**config.mk**
```make
export PLATFORM = sky130hd
export DESIGN_NAME = seven_segment_scan_with_blink_point
export DESIGN_NICKNAME = d
export VERILOG_FILES = /design/src/sv/sss_pkg.sv /design/src/sv/seven_segment_scan_with_blink_point.sv
export SDC_FILE = /design/constraint.sdc
export NUM_CORES = 1
export LEC_CHECK = 0
export ABC_AREA = 0
export BUFFER_PORTS_ARGS = -buffer_cell sky130_fd_sc_hd__clkbuf_2
export CAP_MARGIN = 20
export CORE_UTILIZATION = 40
export DETAILED_ROUTE_END_ITERATION = 16
export PLACE_DENSITY_LB_ADDON = 0.08
export SYNTH_ARGS = -nofsm -noshare
export SYNTH_HDL_FRONTEND = slang
export SYNTH_SLANG_ARGS = --single-unit
```
**constraint.sdc**
```tcl
create_clock -name clock -period 12.9 [get_ports clock]
set_input_delay 1.935 -clock clock [delete_from_list [all_inputs] [get_ports clock]]
set_output_delay 1.935 -clock clock [all_outputs]
set_load 0.01 [all_outputs]
```
**src/sv/sss_pkg.sv**
```systemverilog
// Package for the four-digit seven-segment scan driver.
// Holds field widths, character and operation codes, register indexes
// and the constant-divisor digit split. No dependencies.
package sss_pkg;

   localparam int DIGIT_COUNT = 4;
   localparam int SEL_W       = 2;
   localparam int CHAR_W      = 4;
   localparam int VALUE_W     = 16;
   localparam int MAG_W       = 14;
   localparam int POS_W       = 3;
   localparam int SLOTS_W     = 8;
   localparam int CSR_IDX_W   = 2;
   localparam int CSR_DATA_W  = 8;
   localparam int RSP_DATA_W  = 8;

   typedef logic [CHAR_W-1:0] char_type;
   typedef logic [MAG_W-1:0]  mag_type;

   localparam char_type CODE_BLANK = 4'd10;
   localparam char_type CODE_MINUS = 4'd11;
   localparam char_type CODE_ZERO  = 4'd0;

   localparam logic OP_TICK = 1'b0;
   localparam logic OP_LOAD = 1'b1;

   localparam logic [CSR_IDX_W-1:0] REG_POINT_POSITION = 2'd0;
   localparam logic [CSR_IDX_W-1:0] REG_BLINK_SLOTS    = 2'd1;
   localparam logic [CSR_IDX_W-1:0] REG_POINT_STEADY   = 2'd2;

   localparam logic signed [VALUE_W-1:0] VALUE_MAX = 16'sd9999;
   localparam logic signed [VALUE_W-1:0] VALUE_MIN = -16'sd999;

   localparam logic [POS_W-1:0]   POINT_POSITION_RESET = 3'd4;
   localparam logic [SLOTS_W-1:0] BLINK_SLOTS_RESET    = 8'd1;

   localparam mag_type UNIT_THOUSANDS = 14'd1000;
   localparam mag_type UNIT_HUNDREDS  = 14'd100;
   localparam mag_type UNIT_TENS      = 14'd10;

   typedef struct packed {
      char_type quot;
      mag_type  rem;
   } split_type;

   // Nine parallel compares against constant multiples of the unit.
   function automatic split_type digit_split(mag_type mag, mag_type unit);
      split_type s;
      s.quot = CODE_ZERO;
      s.rem  = mag;
      for (int k = 1; k <= 9; k++) begin
         if (mag >= MAG_W'(k) * unit) begin
            s.quot = CHAR_W'(k);
            s.rem  = mag - MAG_W'(k) * unit;
         end
      end
      return s;
   endfunction

endpackage

```
**src/sv/seven_segment_scan_with_blink_point.sv**
```systemverilog
// A tick beat passes through an input register and then an output register, which
// raises rsp_tvalid; these two registers part the request and response sides.
// Throughput: one beat per cycle, loads and ticks alike, but a tick beat stalls
// while the output register holds a response that rsp_tready has not taken.
// Reset (synchronous, active high): all digits blank, scan at digit 0,
// point at position 4 (none), blink slots 1, point steady and lit.
module seven_segment_scan_with_blink_point (
   input  logic                              clock,
   input  logic                              reset,
   input  logic                              req_tvalid,
   output logic                              req_tready,
   input  logic [sss_pkg::VALUE_W-1:0]       req_tdata,   // value
   input  logic                              req_tuser,   // operation
   output logic                              rsp_tvalid,
   input  logic                              rsp_tready,
   output logic [sss_pkg::RSP_DATA_W-1:0]    rsp_tdata,   // digit_select, char_code, point_lit
   input  logic                              csr_we,
   input  logic [sss_pkg::CSR_IDX_W-1:0]     csr_index,
   input  logic [sss_pkg::CSR_DATA_W-1:0]    csr_wdata
);

   logic                                 in_valid_ff, in_valid_in;
   logic                                 in_op_ff, in_op_in;
   logic signed [sss_pkg::VALUE_W-1:0]   in_value_ff, in_value_in;

   sss_pkg::char_type                    chars_ff [sss_pkg::DIGIT_COUNT];
   sss_pkg::char_type                    chars_in [sss_pkg::DIGIT_COUNT];
   logic [sss_pkg::SEL_W-1:0]            scan_ff, scan_in;
   logic [sss_pkg::SLOTS_W-1:0]          count_ff, count_in;
   logic                                 phase_ff, phase_in;
   logic [sss_pkg::POS_W-1:0]            position_ff, position_in;
   logic [sss_pkg::SLOTS_W-1:0]          slots_ff, slots_in;
   logic                                 steady_ff, steady_in;

   logic                                 out_valid_ff, out_valid_in;
   logic [sss_pkg::RSP_DATA_W-1:0]       out_data_ff, out_data_in;

   logic                                 req_accept;
   logic                                 advance;
   logic                                 tick_go;
   logic                                 load_go;
   logic                                 point_here;
   logic                                 lit;
   logic [sss_pkg::SLOTS_W-1:0]          count_next;
   logic signed [sss_pkg::VALUE_W-1:0]   clamped;
   logic                                 negative;
   sss_pkg::mag_type                     mag;
   sss_pkg::split_type                   split_th;
   sss_pkg::split_type                   split_hu;
   sss_pkg::split_type                   split_te;
   sss_pkg::char_type                    first_char;
   sss_pkg::char_type                    hund_char;

   assign advance    = in_valid_ff && (in_op_ff == sss_pkg::OP_LOAD || !out_valid_ff
                                       || rsp_tready);
   assign req_tready = !in_valid_ff || advance;
   assign req_accept = req_tvalid && req_tready;
   assign tick_go    = advance && in_op_ff == sss_pkg::OP_TICK;
   assign load_go    = advance && in_op_ff == sss_pkg::OP_LOAD;

   assign rsp_tvalid = out_valid_ff;
   assign rsp_tdata  = out_data_ff;

   // value to character codes
   always_comb begin
      priority if (in_value_ff > sss_pkg::VALUE_MAX) begin
         clamped = sss_pkg::VALUE_MAX;
      end else if (in_value_ff < sss_pkg::VALUE_MIN) begin
         clamped = sss_pkg::VALUE_MIN;
      end else begin
         clamped = in_value_ff;
      end
      negative = clamped[sss_pkg::VALUE_W-1];
      mag      = negative ? sss_pkg::MAG_W'(-clamped) : sss_pkg::MAG_W'(clamped);
      split_th = sss_pkg::digit_split(mag, sss_pkg::UNIT_THOUSANDS);
      split_hu = sss_pkg::digit_split(split_th.rem, sss_pkg::UNIT_HUNDREDS);
      split_te = sss_pkg::digit_split(split_hu.rem, sss_pkg::UNIT_TENS);
      if (negative) begin
         first_char = sss_pkg::CODE_MINUS;
      end else if (split_th.quot == sss_pkg::CODE_ZERO) begin
         first_char = sss_pkg::CODE_BLANK;
      end else begin
         first_char = split_th.quot;
      end
      if (split_hu.quot == sss_pkg::CODE_ZERO && first_char != split_th.quot) begin
         hund_char = sss_pkg::CODE_BLANK;
      end else begin
         hund_char = split_hu.quot;
      end
   end

   // scan, blink and configuration
   always_comb begin
      in_valid_in = in_valid_ff;
      in_op_in    = in_op_ff;
      in_value_in = in_value_ff;
      chars_in    = chars_ff;
      scan_in     = scan_ff;
      count_in    = count_ff;
      phase_in    = phase_ff;
      position_in = position_ff;
      slots_in    = slots_ff;
      steady_in   = steady_ff;
      out_data_in = out_data_ff;

      point_here  = {1'b0, scan_ff} == position_ff;
      lit         = point_here && phase_ff;
      count_next  = count_ff + 1'b1;

      if (req_accept) begin
         in_valid_in = 1'b1;
         in_op_in    = req_tuser;
         in_value_in = req_tdata;
      end else if (advance) begin
         in_valid_in = 1'b0;
      end

      if (load_go) begin
         chars_in[0] = first_char;
         chars_in[1] = hund_char;
         chars_in[2] = split_te.quot;
         chars_in[3] = sss_pkg::CHAR_W'(split_te.rem);
      end

      if (tick_go) begin
         out_data_in = {1'b0, lit, chars_ff[scan_ff], scan_ff};
         scan_in     = scan_ff + 1'b1;
      end

      if (csr_we) begin
         unique case (csr_index)
            sss_pkg::REG_POINT_POSITION: position_in = csr_wdata[sss_pkg::POS_W-1:0];
            sss_pkg::REG_BLINK_SLOTS:    slots_in    = csr_wdata;
            sss_pkg::REG_POINT_STEADY:   steady_in   = csr_wdata[0];
            default: ;
         endcase
         if (csr_index != sss_pkg::REG_POINT_POSITION && csr_index != sss_pkg::REG_BLINK_SLOTS
             && csr_index != sss_pkg::REG_POINT_STEADY) begin
            count_in = count_ff;
         end else begin
            count_in = '0;
            phase_in = steady_in;
         end
      end else if (tick_go && point_here && !steady_ff) begin
         if (count_next >= slots_ff) begin
            count_in = '0;
            phase_in = !phase_ff;
         end else begin
            count_in = count_next;
         end
      end

      if (tick_go) begin
         out_valid_in = 1'b1;
      end else if (rsp_tready) begin
         out_valid_in = 1'b0;
      end else begin
         out_valid_in = out_valid_ff;
      end
   end

   always_ff @(posedge clock) begin
      if (reset) begin
         in_valid_ff  <= 1'b0;
         out_valid_ff <= 1'b0;
         for (int i = 0; i < sss_pkg::DIGIT_COUNT; i++) begin
            chars_ff[i] <= sss_pkg::CODE_BLANK;
         end
         scan_ff      <= '0;
         count_ff     <= '0;
         phase_ff     <= 1'b1;
         position_ff  <= sss_pkg::POINT_POSITION_RESET;
         slots_ff     <= sss_pkg::BLINK_SLOTS_RESET;
         steady_ff    <= 1'b1;
      end else begin
         in_valid_ff  <= in_valid_in;
         out_valid_ff <= out_valid_in;
         chars_ff     <= chars_in;
         scan_ff      <= scan_in;
         count_ff     <= count_in;
         phase_ff     <= phase_in;
         position_ff  <= position_in;
         slots_ff     <= slots_in;
         steady_ff    <= steady_in;
      end
      in_op_ff    <= in_op_in;
      in_value_ff <= in_value_in;
      out_data_ff <= out_data_in;
   end

endmodule

```
After elaboration in Yosys (flattened, before gate mapping)
Index checks and enable logic that the tools add are counted.
{"block": "totals", "elab_cells": 163, "input_bits": 32, "output_inout_bits": 10, "register_bits": 65}
{"block": "classes", "n_reduce_logical": 29, "n_bitwise": 2, "mux": 49, "n_addsub": 30, "n_lt_le_gt_ge": 31, "eq_ne": 7}
{"op": "$mux W18", "count": 24}
{"op": "$ge A14 B10 Y1 const B", "count": 5}
{"op": "$sub A14 B10 Y14 const B", "count": 5}
{"op": "$ge A14 B13 Y1 const B", "count": 4}
{"op": "$ge A14 B7 Y1 const B", "count": 4}
{"op": "$sub A14 B13 Y14 const B", "count": 4}
{"op": "$sub A14 B7 Y14 const B", "count": 4}
{"op": "$mux W15", "count": 3}
{"op": "$ge A14 B6 Y1 const B", "count": 3}
{"op": "$ge A14 B9 Y1 const B", "count": 3}
{"op": "$sub A14 B6 Y14 const B", "count": 3}
{"op": "$sub A14 B9 Y14 const B", "count": 3}
{"op": "$mux W16", "count": 2}
{"op": "$mux W8", "count": 4}
{"op": "$ge A14 B12 Y1 const B", "count": 2}
{"op": "$ge A14 B5 Y1 const B", "count": 2}
{"op": "$sub A14 B12 Y14 const B", "count": 2}
{"op": "$sub A14 B5 Y14 const B", "count": 2}
{"op": "$mux W4", "count": 5}
{"op": "$gt A16 B15 Y1 const B", "count": 1}
{"op": "$lt A16 B11 Y1 const B", "count": 1}
{"op": "$ge A14 B11 Y1 const B", "count": 1}
{"op": "$ge A14 B14 Y1 const B", "count": 1}
{"op": "$ge A14 B4 Y1 const B", "count": 1}
{"op": "29 further kinds", "count": 59}

Logic depth before layout (Yosys ltp)
{"block": "depth", "ltp_word": 35, "mapped_depth": 49, "ltp_nobuf": 44}

Worst setup path after synthesis
OpenSTA, ideal clock, no wires.
{"block": "synth_timing", "kind": "flip-flop to flip-flop", "startpoint": "register in_value_ff[2] in the netlist's numbering", "endpoint": "register chars_ff[1] in the netlist's numbering", "arrival_ns": 9.777, "t_required_ns": 12.809, "setup_time_ns": 0.091, "n_path_buf": 4, "period_less_slack_ns": 9.868, "stages_incl_launch_ff": 45, "setup_slack_ns": 3.032, "cell_sequence": "edfxtp_1 nor3_1 o211ai_1 nand4_1 ha_1 buf_2 nor2_1 o21ai_0 nor2_1 ha_1 nor3b_2 a31o_2 mux2i_1 clkbuf_1 ha_1 nand2_1 or4b_1 o31a_1 (+9 left out) o2111a_1 or4_4 a31oi_1 o211ai_1 nor2_1 a221oi_1 o21ai_2 xnor2_2 ha_1 buf_1 nand2_1 o31ai_1 a31o_2 a21oi_1 a221o_1 a211oi_2 nor4bb_1 a311oi_1"}
{"block": "synth_between", "elab_chain_cells": 35, "word_cells_on_any_way": 87, "cone_classes": "add/sub (28); order compare (29); mux (30)"}
{"element": "start, declared", "line": "seven_segment_scan_with_blink_point.sv:24", "text": "logic signed [sss_pkg::VALUE_W-1:0] in_value_ff, in_value_in;"}
{"element": "start signal, assigned", "line": "seven_segment_scan_with_blink_point.sv:187", "text": "in_value_ff <= in_value_in;"}
{"element": "$lt A16 B11 Y1", "line": "seven_segment_scan_with_blink_point.sv:68", "text": "end else if (in_value_ff < sss_pkg::VALUE_MIN) begin"}
{"element": "$mux W16", "line": "seven_segment_scan_with_blink_point.sv:68"}
{"element": "$mux W16 *", "line": "seven_segment_scan_with_blink_point.sv:66", "text": "priority if (in_value_ff > sss_pkg::VALUE_MAX) begin"}
{"element": "$neg A14 Y14", "line": "seven_segment_scan_with_blink_point.sv:74", "text": "mag = negative ? sss_pkg::MAG_W'(-clamped) : sss_pkg::MAG_W'(clamped);"}
{"element": "$mux W14 *", "line": "seven_segment_scan_with_blink_point.sv:74"}
{"element": "$sub A14 B10 Y14 or $ge A14 B10 Y1 (tied branches)", "line": "sss_pkg.sv:54, sss_pkg.sv:52"}
{"element": "$mux W15", "line": "sss_pkg.sv:52", "text": "if (mag >= MAG_W'(k) * unit) begin"}
{"element": "$mux W18 (7 in a row)", "line": "sss_pkg.sv:52"}
{"element": "$mux W18 *", "line": "sss_pkg.sv:52"}
{"element": "$sub A14 B7 Y14 or $ge A14 B7 Y1 (tied branches)", "line": "sss_pkg.sv:54, sss_pkg.sv:52"}
{"element": "$mux W15", "line": "sss_pkg.sv:52"}
{"element": "$mux W18 (7 in a row)", "line": "sss_pkg.sv:52"}
{"element": "$mux W18 *", "line": "sss_pkg.sv:52"}
{"element": "$sub A14 B4 Y14 or $ge A14 B4 Y1 (tied branches)", "line": "sss_pkg.sv:54, sss_pkg.sv:52"}
{"element": "$mux W15", "line": "sss_pkg.sv:52"}
{"element": "$mux W18 (7 in a row)", "line": "sss_pkg.sv:52"}
{"element": "$mux W18 *", "line": "sss_pkg.sv:52"}
{"element": "end signal, assigned by index", "line": "seven_segment_scan_with_blink_point.sv:167", "text": "chars_ff[i] <= sss_pkg::CODE_BLANK;"}
{"element": "end signal, assigned", "line": "seven_segment_scan_with_blink_point.sv:178", "text": "chars_ff <= chars_in;"}
{"element": "end, declared", "line": "seven_segment_scan_with_blink_point.sv:26", "text": "sss_pkg::char_type chars_ff [sss_pkg::DIGIT_COUNT];"}
Every way passes the cells marked *; elsewhere a longest branch is shown, timed or not.
A chain may end at the register's enable or synchronous reset.

Final worst setup path
Same ends and word-level chain as after synthesis.

==> results by group <==
Yosys
  • Syn. warnings: 0
  • Async set or reset register ratio after synthesis: 0%
  • Post-synth top area cell: dfxtp_1
  • Mean Syn Cell Area: 7.64 um2
  • Synth Area in Compound Gates: 35.2%
  • Largest family of logic cells by synthesized area: compound AO/OA/AOI/OAI gates
  • Cells after Synth: 1205
  • XOR/XNOR Fraction of Synth Area: 4.16%
  • Syn_nets: 1291
  • Mux cell area share after synthesis: 3.07%
  • Mapped cell area: 9200 um2
  • Adder-Cell Fraction of Synth Area: 7.34%
  • Simple-gate share of the synthesized area: 28.4%
  • Share of the yosys chip area belonging to registers: 16.8%
  • #FFs+latches synth: 65
  • Post-synth EDFFs: 24
  • Top post-synthesis cells by area: dfxtp_1 8.9%, edfxtp_1 7.8%, ha_1 7.3%, nor2_1 5.1%, a21oi_1 4.7%
  • Dominant synthesized flop cell: dfxtp_1
  • Distinct cell type count after synthesis: 116
  • Share of the synthesized area in the top cell type: 8.92%

Clock tree
  • H-tree depth: 3
  • CTS tree: built
  • CTS Sinks: 65
  • Post-CTS setup buffers: 0
  • Worst skew pair latency: 330 ps
  • Clock Pin Slew Worst Setup and Hold Paths: 60 ps
  • CTS hold repair buffers: 0
  • CTS resizes: 0
  • CTS max path bufs: 2
  • Clock root cell: clkbuf_16
  • Number of CTS-inserted buffers: 9

Floorplan
  • Ports: 42
  • Starting Density: 40.8%
  • CORE AREA: 22600 um2
  • Rows: 55
  • Die width: 154 um
  • Die H: 154 um
  • Die ar.: 23600 um2

Critical path
  • Critical R2R Launch: in_value_ff[2]$_DFFE_PP_
  • Worst path most repeated cell: ha_1
  • Crit path max fanout: 26
  • Critical path's slowest cell: a21oi_1
  • Crit path launch: in_value_ff[2]$_DFFE_PP_
  • CP Data Required Time: 13140 ps
  • Crit path DAT: 12300 ps
  • Worst Setup End Kind: register
  • Register-to-Register Path Depth: 42
  • Critical setup path kind: register to register
  • CP startpoint kind: register
  • Max incr delay on CP: 700 ps

Placement
  • Port bufs: 40
  • Cells after DPL: 1491
  • Routability Congestion: 1.03
  • Dpl hpwl: 27.3 mm
  • Placed inst area: 9650 um2
  • Pre-CTS setup slack: 1160 ps

Power
  • Psw: 0.770 mW
  • Internal power: 0.680 mW
  • Sequential share of power: 16.0%
  • Clock share of power: 16.6%
  • Gate power share: 67.4%
  • Sw frac: 53.1%
  • LEAKAGE: 3.60 nW
  • Peak VDD IR: 85.5 uV
  • Pwr Total: 1.45 mW
  • P per Cell Area: 146 nW/um2

Status
  • Outcome: finished, final reports clean

Timing
  • Crit share post-route: 93.5%
  • Clock skew: 12.5 ps
  • Final slew viol count: 0
  • Final WS setup: 840 ps
  • Final Hold Fails: 0
  • Fmax: 82.9 MHz
  • TNS Setup: 0 ps
  • RSZ-0062 raised after global routing: false
  • Slew margin rel.: 34.0%
  • Final Hold Slack: 467 ps
  • Worst Max-Slew Pin Slew: 983 ps
  • Setup-failing EPs final: 0
  • Final min period: 12060 ps

Drt
  • Number of routed nets with antenna violations: 0
  • Drt drc: 0
  • DRT Pass-1 Iters: 6
  • Initial DRC Count: 1234
  • Routed length per instance: 23.9 um
  • Detailed-route via count: 10300
  • Avg Vias per Cell: 6.83
  • Routed wire length: 36.0 mm

Finish
  • Layout cells sized above 1: 13.9%
  • Design area: 9950 um2
  • Most frequent cells in the layout: 126 x nor2_1, 98 x nand2_1, 86 x a21oi_1, 57 x o21ai_0, 54 x ha_1
  • Nets@finish: 1303
  • Most common cell after layout, fill and taps aside: nor2_1
  • Non-filler cells, final: 1507
  • Final Util: 44.1%
  • Area growth, synth to finish: 8.15%
  • Diodes inserted: 0

Flow run
  • Max_cap viols: 0

Global route
  • GRT Util Overall: 30.0%
  • First-pass GRT wire length: 55.5 mm
  • Number of global-route vias before repair: 9346
  • Number of antenna violations at the first check in global routing: 0
  • Grt ovf: 0
  • Largest net degree at the start of global routing: 37

Hold path
  • Worst hold path type: register to register
  • Hold wc startpoint: chars_ff[11]$_SDFFE_PP1P_
  • Hold path cells: 1
kinds of logic after synthesis:
group                    Yosys count
XOR/XNOR                          39
flip-flops                        65
buffers and inverters            104
other                              1
adder cells (fa/ha/maj)           54
AND/OR/NAND/NOR                  495
AO/OA/AOI/OAI                    424
multiplexers                      23
Yosys cell counts, drive strengths merged (8+ instances only):
library cell	number
nor3	47
edfxtp	24
and3	20
o21ai	70
nand3	51
a311oi	8
mux2i	17
a211o	18
nand4	21
a2111oi	8
o22ai	8
buf	38
inv	36
or4	9
a211oi	25
dfxtp	41
o31ai	13
ha	54
or3	16
or2	10
xor2	11
nand2	98
o2111ai	9
a21oi	87
o211a	8
nor2	129
and2	12
xnor2	28
a31oi	23
o211ai	25
a21o	11
nor4	24
nor2b	17
nand2b	12
clkbuf	26
power by group through the flow:
stage	Sequential [mW]	Combinational [mW]	Clock, mW
after global routing	0.234	1.04	0.257
after floorplan	0.233	0.685	0
after global placement	0.236	0.960	0
after detailed placement	0.236	0.933	0
after CTS	0.232	0.940	0.248
final	0.232	0.978	0.240
sequential cells by signal, indices dropped and copies added, names as in the netlist:
register / cells
phase_ff: 1
scan_ff: 2
chars_ff: 16
position_ff: 3
in_valid_ff: 1
count_ff: 8
rsp_tvalid: 1
slots_ff: 8
rsp_tdata: 7
in_op_ff: 1
in_value_ff: 16
steady_ff: 1
worst paths after layout:
path / to / slack [ps]
max reg2reg: chars_ff[1]$_SDFFE_PP1P_ / 840
max: chars_ff[1]$_SDFFE_PP1P_ / 840
min reg2reg: chars_ff[11]$_SDFFE_PP1P_ / 470
min: chars_ff[11]$_SDFFE_PP1P_ / 470
critical path: cells and delay by family, from the launching register on:
kind | cells | cell delay [ps]
AO/OA/AOI/OAI | 18 | 5040
AND/OR/NAND/NOR | 14 | 3820
adder cells (fa/ha/maj) | 5 | 1530
buffers and inverters | 4 | 920
flip-flops | 1 | 490
XOR/XNOR | 1 | 150
area by class of cell:
| type | instances | area [um2] |
|---|---|---|
| multi-input cells | 1036 | 7210 |
| flip-flops and latches | 65 | 1540 |
| clock buffers | 11 | 264 |
| well taps | 285 | 357 |
| inverters | 40 | 153 |
| clock inverters | 5 | 36.3 |
| fillers | 2317 | 12600 |
| repair buffers | 65 | 388 |
per-layer routing:
metal	vias up	global-route usage, %	wire (um)
met5	-	0	0
li1	4710	-	-
met2	629	46.3	15700
met3	91	4.71	3400
met1	4868	41.8	15700
met4	0	11.6	1180
Note: power is estimated with default switching activity, not from simulation.
